===== config.mk =====
export PLATFORM = sky130hd
export DESIGN_NAME = proportional_fair_destination_picker
export DESIGN_NICKNAME = d
export VERILOG_FILES = /design/src/hdl/pfdp_pkg.sv /design/src/hdl/pfdp_log2.sv /design/src/hdl/pfdp_datapath.sv /design/src/hdl/pfdp_ctrl.sv /design/src/hdl/proportional_fair_destination_picker.sv
export SDC_FILE = /design/constraint.sdc
export NUM_CORES = 2
export LEC_CHECK = 0
export BUFFER_PORTS_ARGS = -buffer_cell sky130_fd_sc_hd__buf_4
export CORE_ASPECT_RATIO = 2
export CORE_MARGIN = 2
export CORE_UTILIZATION = 60
export DETAILED_ROUTE_END_ITERATION = 12
export GPL_ROUTABILITY_DRIVEN = 1
export HOLD_SLACK_MARGIN = 0.03
export PLACE_DENSITY = 0.76
export SYNTH_ARGS = -nofsm -noshare
export SYNTH_HDL_FRONTEND = slang
export SYNTH_SLANG_ARGS = --single-unit

===== constraint.sdc =====
create_clock -name clk_i -period 28.3 [get_ports clk_i]
set_clock_uncertainty 0.2 [all_clocks]
set_input_delay 5.66 -clock clk_i [delete_from_list [all_inputs] [get_ports clk_i]]
set_output_delay 5.66 -clock clk_i [all_outputs]
set_load 0.005 [all_outputs]

===== src/hdl/pfdp_pkg.sv =====
// package for the proportional fair destination picker
// opcodes, status codes, sizes and the log2 step helper; no dependencies
`timescale 1ns / 1ps
`default_nettype none
package pfdp_pkg;
  localparam int unsigned Slots = 16;
  localparam int unsigned SlotW = $clog2(Slots);

  localparam logic [1:0] OP_SELECT = 2'd0;
  localparam logic [1:0] OP_ADD    = 2'd1;
  localparam logic [1:0] OP_REMOVE = 2'd2;
  localparam logic [1:0] OP_SERVED = 2'd3;

  localparam logic [1:0] ST_OK    = 2'd0;
  localparam logic [1:0] ST_EMPTY = 2'd1;
  localparam logic [1:0] ST_SLOT  = 2'd2;

  localparam logic [0:0] CFG_ALPHA = 1'b0;
  localparam logic [0:0] CFG_BETA  = 1'b1;

  // score: alpha/beta Q4.4 times Q8.8 logs, 12 fraction bits
  localparam int unsigned ScoreW = 36;

  typedef struct packed {
    logic load;      // latch the beat, start work
    logic upd;       // write the slot table for add/remove/served
    logic scan_step; // evaluate one slot of the select scan
    logic scan_clr;  // reset scan index and best
    logic finish;    // take the scan result into the output register
  } pfdp_cmd_t;

  typedef struct packed {
    logic scan_last;   // final slot of the scan is in flight
    logic log_done;    // log units have finished
  } pfdp_sts_t;

  // one squaring round of the fractional log2
  function automatic logic [16:0] sq_step(input logic [15:0] m);
    logic [31:0] p;
    logic [16:0] r;
    p = m * m;
    r = p[31:15];
    return r;
  endfunction
endpackage
`default_nettype wire


===== src/hdl/pfdp_log2.sv =====
// iterative log2 of a 48 bit value into unsigned Q8.8
// uses pfdp_pkg; one squaring round per cycle after a leading-one search
`timescale 1ns / 1ps
`default_nettype none
module pfdp_log2
  import pfdp_pkg::*;
(
  input  wire logic        clk_i,
  input  wire logic        rst_ni,
  input  wire logic        start_i,
  input  wire logic [47:0] x_i,
  output logic             done_o,
  output logic [15:0]      log_o
);
  logic [47:0] x_q, x_d;
  logic [5:0]  pos_q, pos_d;
  logic [15:0] m_q, m_d;
  logic [7:0]  frac_q, frac_d;
  logic [3:0]  cnt_q, cnt_d;
  logic [1:0]  ph_q, ph_d;
  logic [5:0]  lz;
  logic [16:0] sq;
  logic [47:0] xn;
  logic [62:0] sh;

  localparam logic [1:0] PH_IDLE = 2'd0;
  localparam logic [1:0] PH_NORM = 2'd1;
  localparam logic [1:0] PH_SQ   = 2'd2;
  localparam logic [1:0] PH_DONE = 2'd3;

  always_comb begin
    lz = '0;
    for (int i = 0; i < 48; i++) begin
      if (x_q[i]) lz = 6'(i);
    end
  end

  assign xn = (x_i == '0) ? 48'd1 : x_i;
  assign sh = ({15'd0, x_q} << 15) >> lz;
  assign sq = sq_step(m_q);

  always_comb begin
    x_d = x_q;
    pos_d = pos_q;
    m_d = m_q;
    frac_d = frac_q;
    cnt_d = cnt_q;
    ph_d = ph_q;
    unique case (ph_q)
      PH_IDLE: begin
        if (start_i) begin
          x_d = xn;
          ph_d = PH_NORM;
        end
      end
      PH_NORM: begin
        pos_d = lz;
        m_d = sh[15:0];
        frac_d = '0;
        cnt_d = '0;
        ph_d = PH_SQ;
      end
      PH_SQ: begin
        if (sq[16]) begin
          m_d = sq[16:1];
          frac_d = {frac_q[6:0], 1'b1};
        end else begin
          m_d = sq[15:0];
          frac_d = {frac_q[6:0], 1'b0};
        end
        cnt_d = cnt_q + 4'd1;
        if (cnt_q == 4'd7) ph_d = PH_DONE;
      end
      PH_DONE: begin
        if (start_i) begin
          x_d = xn;
          ph_d = PH_NORM;
        end
      end
      default: ph_d = PH_IDLE;
    endcase
  end

  always_ff @(posedge clk_i or negedge rst_ni) begin
    if (!rst_ni) begin
      ph_q <= PH_IDLE;
    end else begin
      ph_q <= ph_d;
    end
  end

  always_ff @(posedge clk_i) begin
    x_q <= x_d;
    pos_q <= pos_d;
    m_q <= m_d;
    frac_q <= frac_d;
    cnt_q <= cnt_d;
  end

  assign done_o = (ph_q == PH_DONE) && !start_i;
  assign log_o = {2'b00, pos_q, frac_q};
endmodule
`default_nettype wire


===== src/hdl/pfdp_datapath.sv =====
// slot table, log2 units, score compare and result register
// uses pfdp_pkg and pfdp_log2; driven by pfdp_ctrl commands
`timescale 1ns / 1ps
`default_nettype none
module pfdp_datapath
  import pfdp_pkg::*;
(
  input  wire logic        clk_i,
  input  wire logic        rst_ni,
  input  wire pfdp_cmd_t   cmd_i,
  output pfdp_sts_t        sts_o,
  input  wire logic        cfg_valid_i,
  input  wire logic        cfg_index_i,
  input  wire logic [7:0]  cfg_data_i,
  input  wire logic [1:0]  opcode_i,
  input  wire logic [3:0]  slot_i,
  input  wire logic [31:0] latency_i,
  input  wire logic [47:0] now_i,
  input  wire logic        log_start_i,
  output logic [3:0]       chosen_slot_o,
  output logic             choice_valid_o,
  output logic [1:0]       status_o
);
  logic [Slots-1:0] valid_q;
  logic [31:0] cnt_mem [Slots];
  logic [47:0] time_mem [Slots];
  logic [31:0] lat_mem [Slots];
  logic [7:0]  alpha_q, beta_q;
  logic [1:0]  op_q;
  logic [3:0]  slot_q;
  logic [31:0] lat_q;
  logic [47:0] now_q;
  logic [SlotW-1:0] idx_q;
  logic [31:0] rd_cnt_q, rd_lat_q;
  logic [47:0] rd_time_q;
  logic        rd_valid_q;
  logic        found_q;
  logic signed [ScoreW+15:0] best_q, sc;
  logic [SlotW-1:0] best_idx_q;
  logic [15:0] l_lat, l_cnt, l_el;
  logic        d_lat, d_cnt, d_el;
  logic        present;
  logic [SlotW-1:0] s;
  logic        in_range;
  logic [3:0]  chosen_q;
  logic        cv_q;
  logic [1:0]  st_q;
  logic [1:0]  upd_st_q;

  assign in_range = ({2'b00, slot_q} < 6'(Slots));
  assign s = slot_q[SlotW-1:0];
  assign present = in_range && valid_q[s];

  always_ff @(posedge clk_i or negedge rst_ni) begin
    if (!rst_ni) begin
      alpha_q <= 8'd16;
      beta_q <= 8'd16;
      valid_q <= '0;
    end else begin
      if (cfg_valid_i) begin
        if (cfg_index_i == CFG_ALPHA) alpha_q <= cfg_data_i;
        else beta_q <= cfg_data_i;
      end
      if (cmd_i.upd) begin
        unique case (op_q)
          OP_ADD:    if (in_range && !present) valid_q[s] <= 1'b1;
          OP_REMOVE: if (present) valid_q[s] <= 1'b0;
          default: ;
        endcase
      end
    end
  end

  always_ff @(posedge clk_i) begin
    if (cmd_i.load) begin
      op_q <= opcode_i;
      slot_q <= slot_i;
      lat_q <= latency_i;
      now_q <= now_i;
    end
    if (cmd_i.upd) begin
      if (op_q == OP_ADD) upd_st_q <= (in_range && !present) ? ST_OK : ST_SLOT;
      else upd_st_q <= present ? ST_OK : ST_SLOT;
      if (op_q == OP_ADD && in_range && !present) begin
        cnt_mem[s] <= 32'd1;
        time_mem[s] <= now_q;
        lat_mem[s] <= lat_q;
      end else if (op_q == OP_SERVED && present) begin
        if (rd_cnt_q != 32'hFFFF_FFFF) cnt_mem[s] <= rd_cnt_q + 32'd1;
        time_mem[s] <= now_q;
        lat_mem[s] <= lat_q;
      end
    end
  end

  // registered read at the scan index, or at the beat's slot for updates
  always_ff @(posedge clk_i) begin
    if (cmd_i.load) begin
      rd_cnt_q <= cnt_mem[slot_i[SlotW-1:0]];
    end else begin
      rd_cnt_q <= cnt_mem[idx_q];
      rd_lat_q <= lat_mem[idx_q];
      rd_time_q <= time_mem[idx_q];
      rd_valid_q <= valid_q[idx_q];
    end
  end

  always_ff @(posedge clk_i) begin
    if (cmd_i.scan_clr) idx_q <= '0;
    else if (cmd_i.scan_step) idx_q <= idx_q + 1'b1;
  end

  pfdp_log2 u_log_lat (
    .clk_i, .rst_ni, .start_i(log_start_i),
    .x_i({16'd0, rd_lat_q}), .done_o(d_lat), .log_o(l_lat)
  );
  pfdp_log2 u_log_cnt (
    .clk_i, .rst_ni, .start_i(log_start_i),
    .x_i({16'd0, rd_cnt_q}), .done_o(d_cnt), .log_o(l_cnt)
  );
  pfdp_log2 u_log_el (
    .clk_i, .rst_ni, .start_i(log_start_i),
    .x_i(now_q - rd_time_q), .done_o(d_el), .log_o(l_el)
  );

  logic signed [17:0] a_term, b_term;
  always_comb begin
    a_term = $signed({2'b00, l_lat}) - 18'sd4096;
    b_term = $signed({2'b00, l_cnt}) - $signed({2'b00, l_el});
    if (now_q <= rd_time_q) sc = -(52'sd1 <<< 50);
    else sc = -(52'($signed({1'b0, alpha_q}) * a_term))
              - 52'($signed({1'b0, beta_q}) * b_term);
  end

  assign sts_o.log_done = d_lat && d_cnt && d_el;
  assign sts_o.scan_last = (idx_q == SlotW'(Slots - 1));

  // compare step evaluates the slot whose data sits in the read registers
  logic [SlotW-1:0] cur_idx_q;
  always_ff @(posedge clk_i) begin
    if (log_start_i) cur_idx_q <= idx_q;
  end

  always_ff @(posedge clk_i or negedge rst_ni) begin
    if (!rst_ni) begin
      found_q <= 1'b0;
    end else if (cmd_i.scan_clr) begin
      found_q <= 1'b0;
    end else if (cmd_i.scan_step && rd_valid_q) begin
      if (!found_q || sc > best_q) begin
        found_q <= 1'b1;
        best_q <= sc;
        best_idx_q <= cur_idx_q;
      end
    end
  end

  always_ff @(posedge clk_i) begin
    if (cmd_i.finish) begin
      if (op_q == OP_SELECT) begin
        chosen_q <= found_q ? 4'(best_idx_q) : 4'd0;
        cv_q <= found_q;
        st_q <= found_q ? ST_OK : ST_EMPTY;
      end else begin
        chosen_q <= 4'd0;
        cv_q <= 1'b0;
        st_q <= upd_st_q;
      end
    end
  end

  assign chosen_slot_o = chosen_q;
  assign choice_valid_o = cv_q;
  assign status_o = st_q;
endmodule
`default_nettype wire


===== src/hdl/pfdp_ctrl.sv =====
// controller for the picker: handshakes and scan sequencing
// uses pfdp_pkg; drives pfdp_datapath through pfdp_cmd_t
`timescale 1ns / 1ps
`default_nettype none
module pfdp_ctrl
  import pfdp_pkg::*;
(
  input  wire logic       clk_i,
  input  wire logic       rst_ni,
  input  wire logic       in_valid,
  output logic            in_ready,
  input  wire logic [1:0] opcode_i,
  output logic            out_valid,
  input  wire logic       out_ready,
  input  wire pfdp_sts_t  sts_i,
  output pfdp_cmd_t       cmd_o,
  output logic            log_start_o
);
  localparam logic [2:0] S_IDLE = 3'd0;
  localparam logic [2:0] S_UPD  = 3'd1;
  localparam logic [2:0] S_RD   = 3'd2;
  localparam logic [2:0] S_LOG  = 3'd3;
  localparam logic [2:0] S_CMP  = 3'd4;
  localparam logic [2:0] S_FIN  = 3'd5;
  localparam logic [2:0] S_LS   = 3'd6;

  logic [2:0] st_q, st_d;
  logic       ov_q, ov_d;
  logic       last_q, last_d;
  logic       acc;

  assign in_ready = (st_q == S_IDLE);
  assign acc = in_valid && in_ready;
  assign out_valid = ov_q;

  always_comb begin
    st_d = st_q;
    ov_d = ov_q;
    last_d = last_q;
    cmd_o = '0;
    log_start_o = 1'b0;
    if (ov_q && out_ready) ov_d = 1'b0;
    unique case (st_q)
      S_IDLE: begin
        if (acc) begin
          cmd_o.load = 1'b1;
          cmd_o.scan_clr = 1'b1;
          st_d = (opcode_i == OP_SELECT) ? S_RD : S_UPD;
        end
      end
      S_UPD: begin
        cmd_o.upd = 1'b1;
        st_d = S_FIN;
      end
      S_RD: begin
        last_d = sts_i.scan_last;
        st_d = S_LS;
      end
      S_LS: begin
        log_start_o = 1'b1;
        st_d = S_LOG;
      end
      S_LOG: begin
        if (sts_i.log_done) st_d = S_CMP;
      end
      S_CMP: begin
        cmd_o.scan_step = 1'b1;
        if (last_q) begin
          st_d = S_FIN;
        end else begin
          st_d = S_RD;
        end
      end
      S_FIN: begin
        if (!ov_q || out_ready) begin
          cmd_o.finish = 1'b1;
          ov_d = 1'b1;
          st_d = S_IDLE;
        end
      end
      default: st_d = S_IDLE;
    endcase
  end

  always_ff @(posedge clk_i or negedge rst_ni) begin
    if (!rst_ni) begin
      st_q <= S_IDLE;
      ov_q <= 1'b0;
      last_q <= 1'b0;
    end else begin
      st_q <= st_d;
      ov_q <= ov_d;
      last_q <= last_d;
    end
  end
endmodule
`default_nettype wire


===== src/hdl/proportional_fair_destination_picker.sv =====
// Proportional fair destination picker, top level.
// Uses pfdp_pkg, pfdp_ctrl and pfdp_datapath.
//
// Input channel (in_valid/in_ready) carries opcode, slot, latency and now.
// Every beat yields exactly one result beat on out_valid/out_ready with
// chosen_slot, choice_valid and status.
// Add, remove and served go through update, then finish raises out_valid.
// Select scans every slot: per slot one table read, one log2 start, one
// leading-one search and eight squaring rounds in the three log2 units, one
// done state and one compare.
// One item is in the block at a time; the next beat is taken once the
// result is in the output register, while that result may still wait.
// A stalled receiver holds the result; work finishes and waits for it.
// Reset clears the valid marks, the handshake state and sets both exponents
// to 1.0. Configuration beats on cfg_valid/cfg_ready are always taken and
// apply at once, so they must be sent only while no item is in flight;
// the block does not enforce this. Index 0 writes alpha, 1 beta.
`timescale 1ns / 1ps
`default_nettype none
module proportional_fair_destination_picker
  import pfdp_pkg::*;
(
  input  wire logic        clk_i,
  input  wire logic        rst_ni,
  input  wire logic        in_valid,
  output logic             in_ready,
  input  wire logic [1:0]  opcode_i,
  input  wire logic [3:0]  slot_i,
  input  wire logic [31:0] latency_i,
  input  wire logic [47:0] now_i,
  output logic             out_valid,
  input  wire logic        out_ready,
  output logic [3:0]       chosen_slot_o,
  output logic             choice_valid_o,
  output logic [1:0]       status_o,
  input  wire logic        cfg_valid,
  output logic             cfg_ready,
  input  wire logic        cfg_index_i,
  input  wire logic [7:0]  cfg_data_i
);
  pfdp_cmd_t cmd;
  pfdp_sts_t sts;
  logic      log_start;

  assign cfg_ready = 1'b1;

  pfdp_ctrl u_ctrl (
    .clk_i, .rst_ni, .in_valid, .in_ready, .opcode_i,
    .out_valid, .out_ready, .sts_i(sts), .cmd_o(cmd), .log_start_o(log_start)
  );

  pfdp_datapath u_dp (
    .clk_i, .rst_ni, .cmd_i(cmd), .sts_o(sts),
    .cfg_valid_i(cfg_valid), .cfg_index_i, .cfg_data_i,
    .opcode_i, .slot_i, .latency_i, .now_i, .log_start_i(log_start),
    .chosen_slot_o, .choice_valid_o, .status_o
  );
endmodule
`default_nettype wire


==> metrics.cfg <==
[status]
run_status = finished clean

[worst_hold_path]
min_delay_path_depth = 0
min-delay-path-class = reg2reg

[clock_tree]
ctsRootBufferMaster = sky130_fd_sc_hd__clkbuf_16
cts_max_path_buffers = 4
postCtsSetupBuffers = 0
clock_insertion_delay_worst_skew_ns = 0.88
numCtsBuffers = 198
cts_hold_buffers = 0
clock_tree.htree_level_count = 4
cts_sinks = 2323
tritoncts = done
cts_resized = 0
clkSlewWorstSetupHoldPaths_ns = 0.07

[floorplanning]
ioPinCount = 110
die_height_microns = 666
start_util_pct = 60.2
placementRows = 243
die_w_microns = 335
core-area_sq_um = 218000
full_die_area_sq_um = 223000

[critical_path]
reg2reg_from = u_dp.u_log_cnt.frac_q[0]
path_class = reg2reg
worst-endpoint-arrival_ns = 13.73
critical_path.max_fanout = 35
worst_setup_path_end_kind = register
regToRegSetupSlack_ns = 14.89
cp-startpoint = u_dp.u_log_cnt.frac_q[0]
crit_end = u_dp.best_q[51]
worst_r2r_path_depth = 52
crit_slowest_cell = sky130_fd_sc_hd__o21ai_0
cpPeakStageDelay_ns = 0.91
r2r-end = u_dp.best_q[51]
worst-endpoint-required_ns = 28.62
crit_path_start_kind = register
path_common_cell = sky130_fd_sc_hd__o21ai_0

[sta]
timing_worst_slew_pin_value_ns = 1.29
grt_setup_unrepaired = no
fin_crit_ns = 13.41
max_freq_mhz = 74.6
fin_tns_setup_ns = 0
relSlewSlack_pct = 13.4
final.period_utilization_pct = 47.4
hold_viol = 0
timing.final.setup_violations = 0
report.final.slew_viol_count = 0

[logic_synthesis]
syn-cell-area_sq_um = 131000
synth_enable_flop_cells = 2239
number_of_flip_flops_and_latches_in_the_synthesized_netlist = 2323
instance_count_of_the_mapped_netlist = 9070
synth_area_per_cell_sq_um = 14.5
yosys_most_used_dff = sky130_fd_sc_hd__edfxtp_1
synth.yosys.seq_area_share_pct = 52.6
yosys_warnings = 0
ys_types = 92
synth_nets = 10400
synth-async-reset-ratio_pct = 1.89

[grt]
grt_pass1_vias = 80300
antenna_found_initial = 5
maximum_number_of_pins_on_one_net_before_global_route_repair = 129
grt_overflow = 0
gr-usage-all-layers_pct = 29.0
grt_pass1_wl_mm = 488

[placement]
globalplace.congestion = 0.959
numPortBuffers = 108
detailedPlacementHpwl_mm = 194

[detailed_routing]
ant_nets = 0
initialDrtViolationCount = 8019
drt-vias-per-instance = 6.40
routed_wire_length_per_instance_microns = 26.3
drt_pre_antenna_iters = 8
via_count = 77000
remaining_drc_errors = 0
route.final.wire_length_mm = 317

[cells_and_area]
post_route_cells_drive_above_1_share_pct = 15.0
most_frequent_cells_in_the_layout = sky130_fd_sc_hd__edfxtp_1 (2239), sky130_fd_sc_hd__inv_1 (1170), sky130_fd_sc_hd__mux4_2 (730)
mostFrequentLayoutCell = sky130_fd_sc_hd__edfxtp_1
design.final.nets = 10400
area_growth_syn_to_layout_pct = 7.85

[flow_run]
max_cap_viol_count = 0

==> sequential cells by signal, summed over array words and instances, names as in the netlist, 16 cells and up, named ones only <==
name	count
u_dp.u_log_el.x_q	48
u_dp.rd_lat_q	32
u_dp.now_q	48
u_dp.u_log_cnt.m_q	16
u_dp.rd_time_q	48
u_dp.best_q	52
u_dp.cnt_mem	512
u_dp.u_log_lat.x_q	32
u_dp.u_log_lat.m_q	16
u_dp.u_log_cnt.x_q	32
u_dp.rd_cnt_q	32
u_dp.lat_mem	512
u_dp.time_mem	768
u_dp.lat_q	32
u_dp.u_log_el.m_q	16
==> metal layers <==
layer	vias to the layer above	global-route usage, %	share of wire (%)
li1	33100	-	-
met1	39500	38.4	37
met2	3694	49.4	51
met3	726	3.64	7.6
met4	0	10.9	4.1
met5	-	0	0
==> cells in the mapped netlist, types with 15 or more instances <==
master / count / area (sq um)
sky130_fd_sc_hd__nand2b_1: 56 / 350
sky130_fd_sc_hd__nor3_1: 75 / 375
sky130_fd_sc_hd__a221oi_1: 18 / 158
sky130_fd_sc_hd__xor2_1: 93 / 815
sky130_fd_sc_hd__o211ai_1: 29 / 218
sky130_fd_sc_hd__and2_1: 297 / 1860
sky130_fd_sc_hd__clkbuf_1: 347 / 1300
sky130_fd_sc_hd__inv_1: 1171 / 4400
sky130_fd_sc_hd__nand4_1: 39 / 244
sky130_fd_sc_hd__dfrtp_1: 42 / 1050
sky130_fd_sc_hd__mux2_2: 50 / 563
sky130_fd_sc_hd__o21ai_0: 161 / 806
sky130_fd_sc_hd__nor4_1: 52 / 325
sky130_fd_sc_hd__a21boi_0: 16 / 120
sky130_fd_sc_hd__xnor2_1: 101 / 885
sky130_fd_sc_hd__ha_1: 565 / 7070
sky130_fd_sc_hd__a31oi_1: 34 / 213
sky130_fd_sc_hd__mux2i_1: 216 / 2160
sky130_fd_sc_hd__edfxtp_1: 2239 / 67200
sky130_fd_sc_hd__nor2b_1: 63 / 394
sky130_fd_sc_hd__a211oi_1: 33 / 248
sky130_fd_sc_hd__nand3_1: 122 / 611
sky130_fd_sc_hd__a21oi_1: 245 / 1230
sky130_fd_sc_hd__or3_1: 25 / 156
sky130_fd_sc_hd__o21a_1: 31 / 233
sky130_fd_sc_hd__o31ai_1: 19 / 143
sky130_fd_sc_hd__o21bai_1: 32 / 240
sky130_fd_sc_hd__a211o_1: 15 / 131
sky130_fd_sc_hd__or2_2: 24 / 150
sky130_fd_sc_hd__o221ai_1: 20 / 175
sky130_fd_sc_hd__o22ai_1: 21 / 131
sky130_fd_sc_hd__nand2_1: 566 / 2120
sky130_fd_sc_hd__fa_1: 675 / 13500
sky130_fd_sc_hd__and3_1: 55 / 344
sky130_fd_sc_hd__dfxtp_1: 40 / 801
sky130_fd_sc_hd__mux4_2: 730 / 16400
sky130_fd_sc_hd__buf_1: 63 / 236
sky130_fd_sc_hd__a21o_1: 77 / 578
sky130_fd_sc_hd__nor2_1: 409 / 1540
==> cell type report <==
cell class	count	area, sq um
repair buffers	216	1670
clock buffers	234	5150
inverters	1175	4420
diodes	2	5.00
clock inverters	118	1100
fillers	15000	76600
well taps	2817	3520
flip-flops and latches	2323	69200
multi-input cells	5159	56600
==> critical path, delay by kind of cell, from the launching register on <==
| family | cells | cell delay [ns] |
|---|---|---|
| buf+inv | 6 | 0.92 |
| compound gates | 24 | 6.23 |
| flops | 1 | 0.36 |
| fa+ha+maj | 10 | 3.81 |
| simple gates | 10 | 1.22 |
| xor+xnor | 2 | 0.31 |
==> worst min path at each step <==
stage	end	slack, ns	from
2_1_floorplan	u_dp.best_idx_q[0]	0.20	u_dp.cur_idx_q[0]
3_5_place_dp	u_dp.best_idx_q[3]	0.24	u_dp.cur_idx_q[3]
4_1_cts	u_dp.u_log_lat.x_q[22]	0.25	u_dp.rd_lat_q[22]
5_1_grt	u_dp.best_idx_q[3]	0.26	u_dp.cur_idx_q[3]
6_report	u_dp.u_log_lat.x_q[22]	0.25	u_dp.rd_lat_q[22]
3_3_place_gp	u_dp.u_log_lat.x_q[8]	0.24	u_dp.rd_lat_q[8]
==> cell families (layout without fill, tap and decap cells) <==
family | Yosys count | after routing | synth area share, %
fa+ha+maj | 1240 | 1240 | 15.7
mux | 996 | 996 | 14.6
buf+inv | 1588 | 1743 | 4.54
simple gates | 1834 | 1834 | 6.76
xor+xnor | 194 | 194 | 1.29
flops | 2323 | 2323 | 52.6
compound gates | 894 | 894 | 4.51
other cells | 1 | 3 | 0.00285
==> metrics by stage <==
stage / instance area (sq um) / worst slack (ns) / hold WS, ns / std cells / util (%)
6_report: 142000 / 14.89 / 0.255 / 12000 / 64.9
5_1_grt: 142000 / 13.86 / 0.263 / 12000 / 64.9
4_1_cts: 142000 / 15.01 / 0.254 / 12000 / 64.9
3_5_place_dp: 135000 / 15.06 / 0.237 / 11700 / 62.0
3_3_place_gp: 135000 / 15.41 / 0.235 / 11700 / 62.0
2_1_floorplan: 131000 / 14.95 / 0.200 / 9070 / -
Power is not shown: default switching activity piles up to over one toggle a cycle in this logic, so the estimate is an artifact.
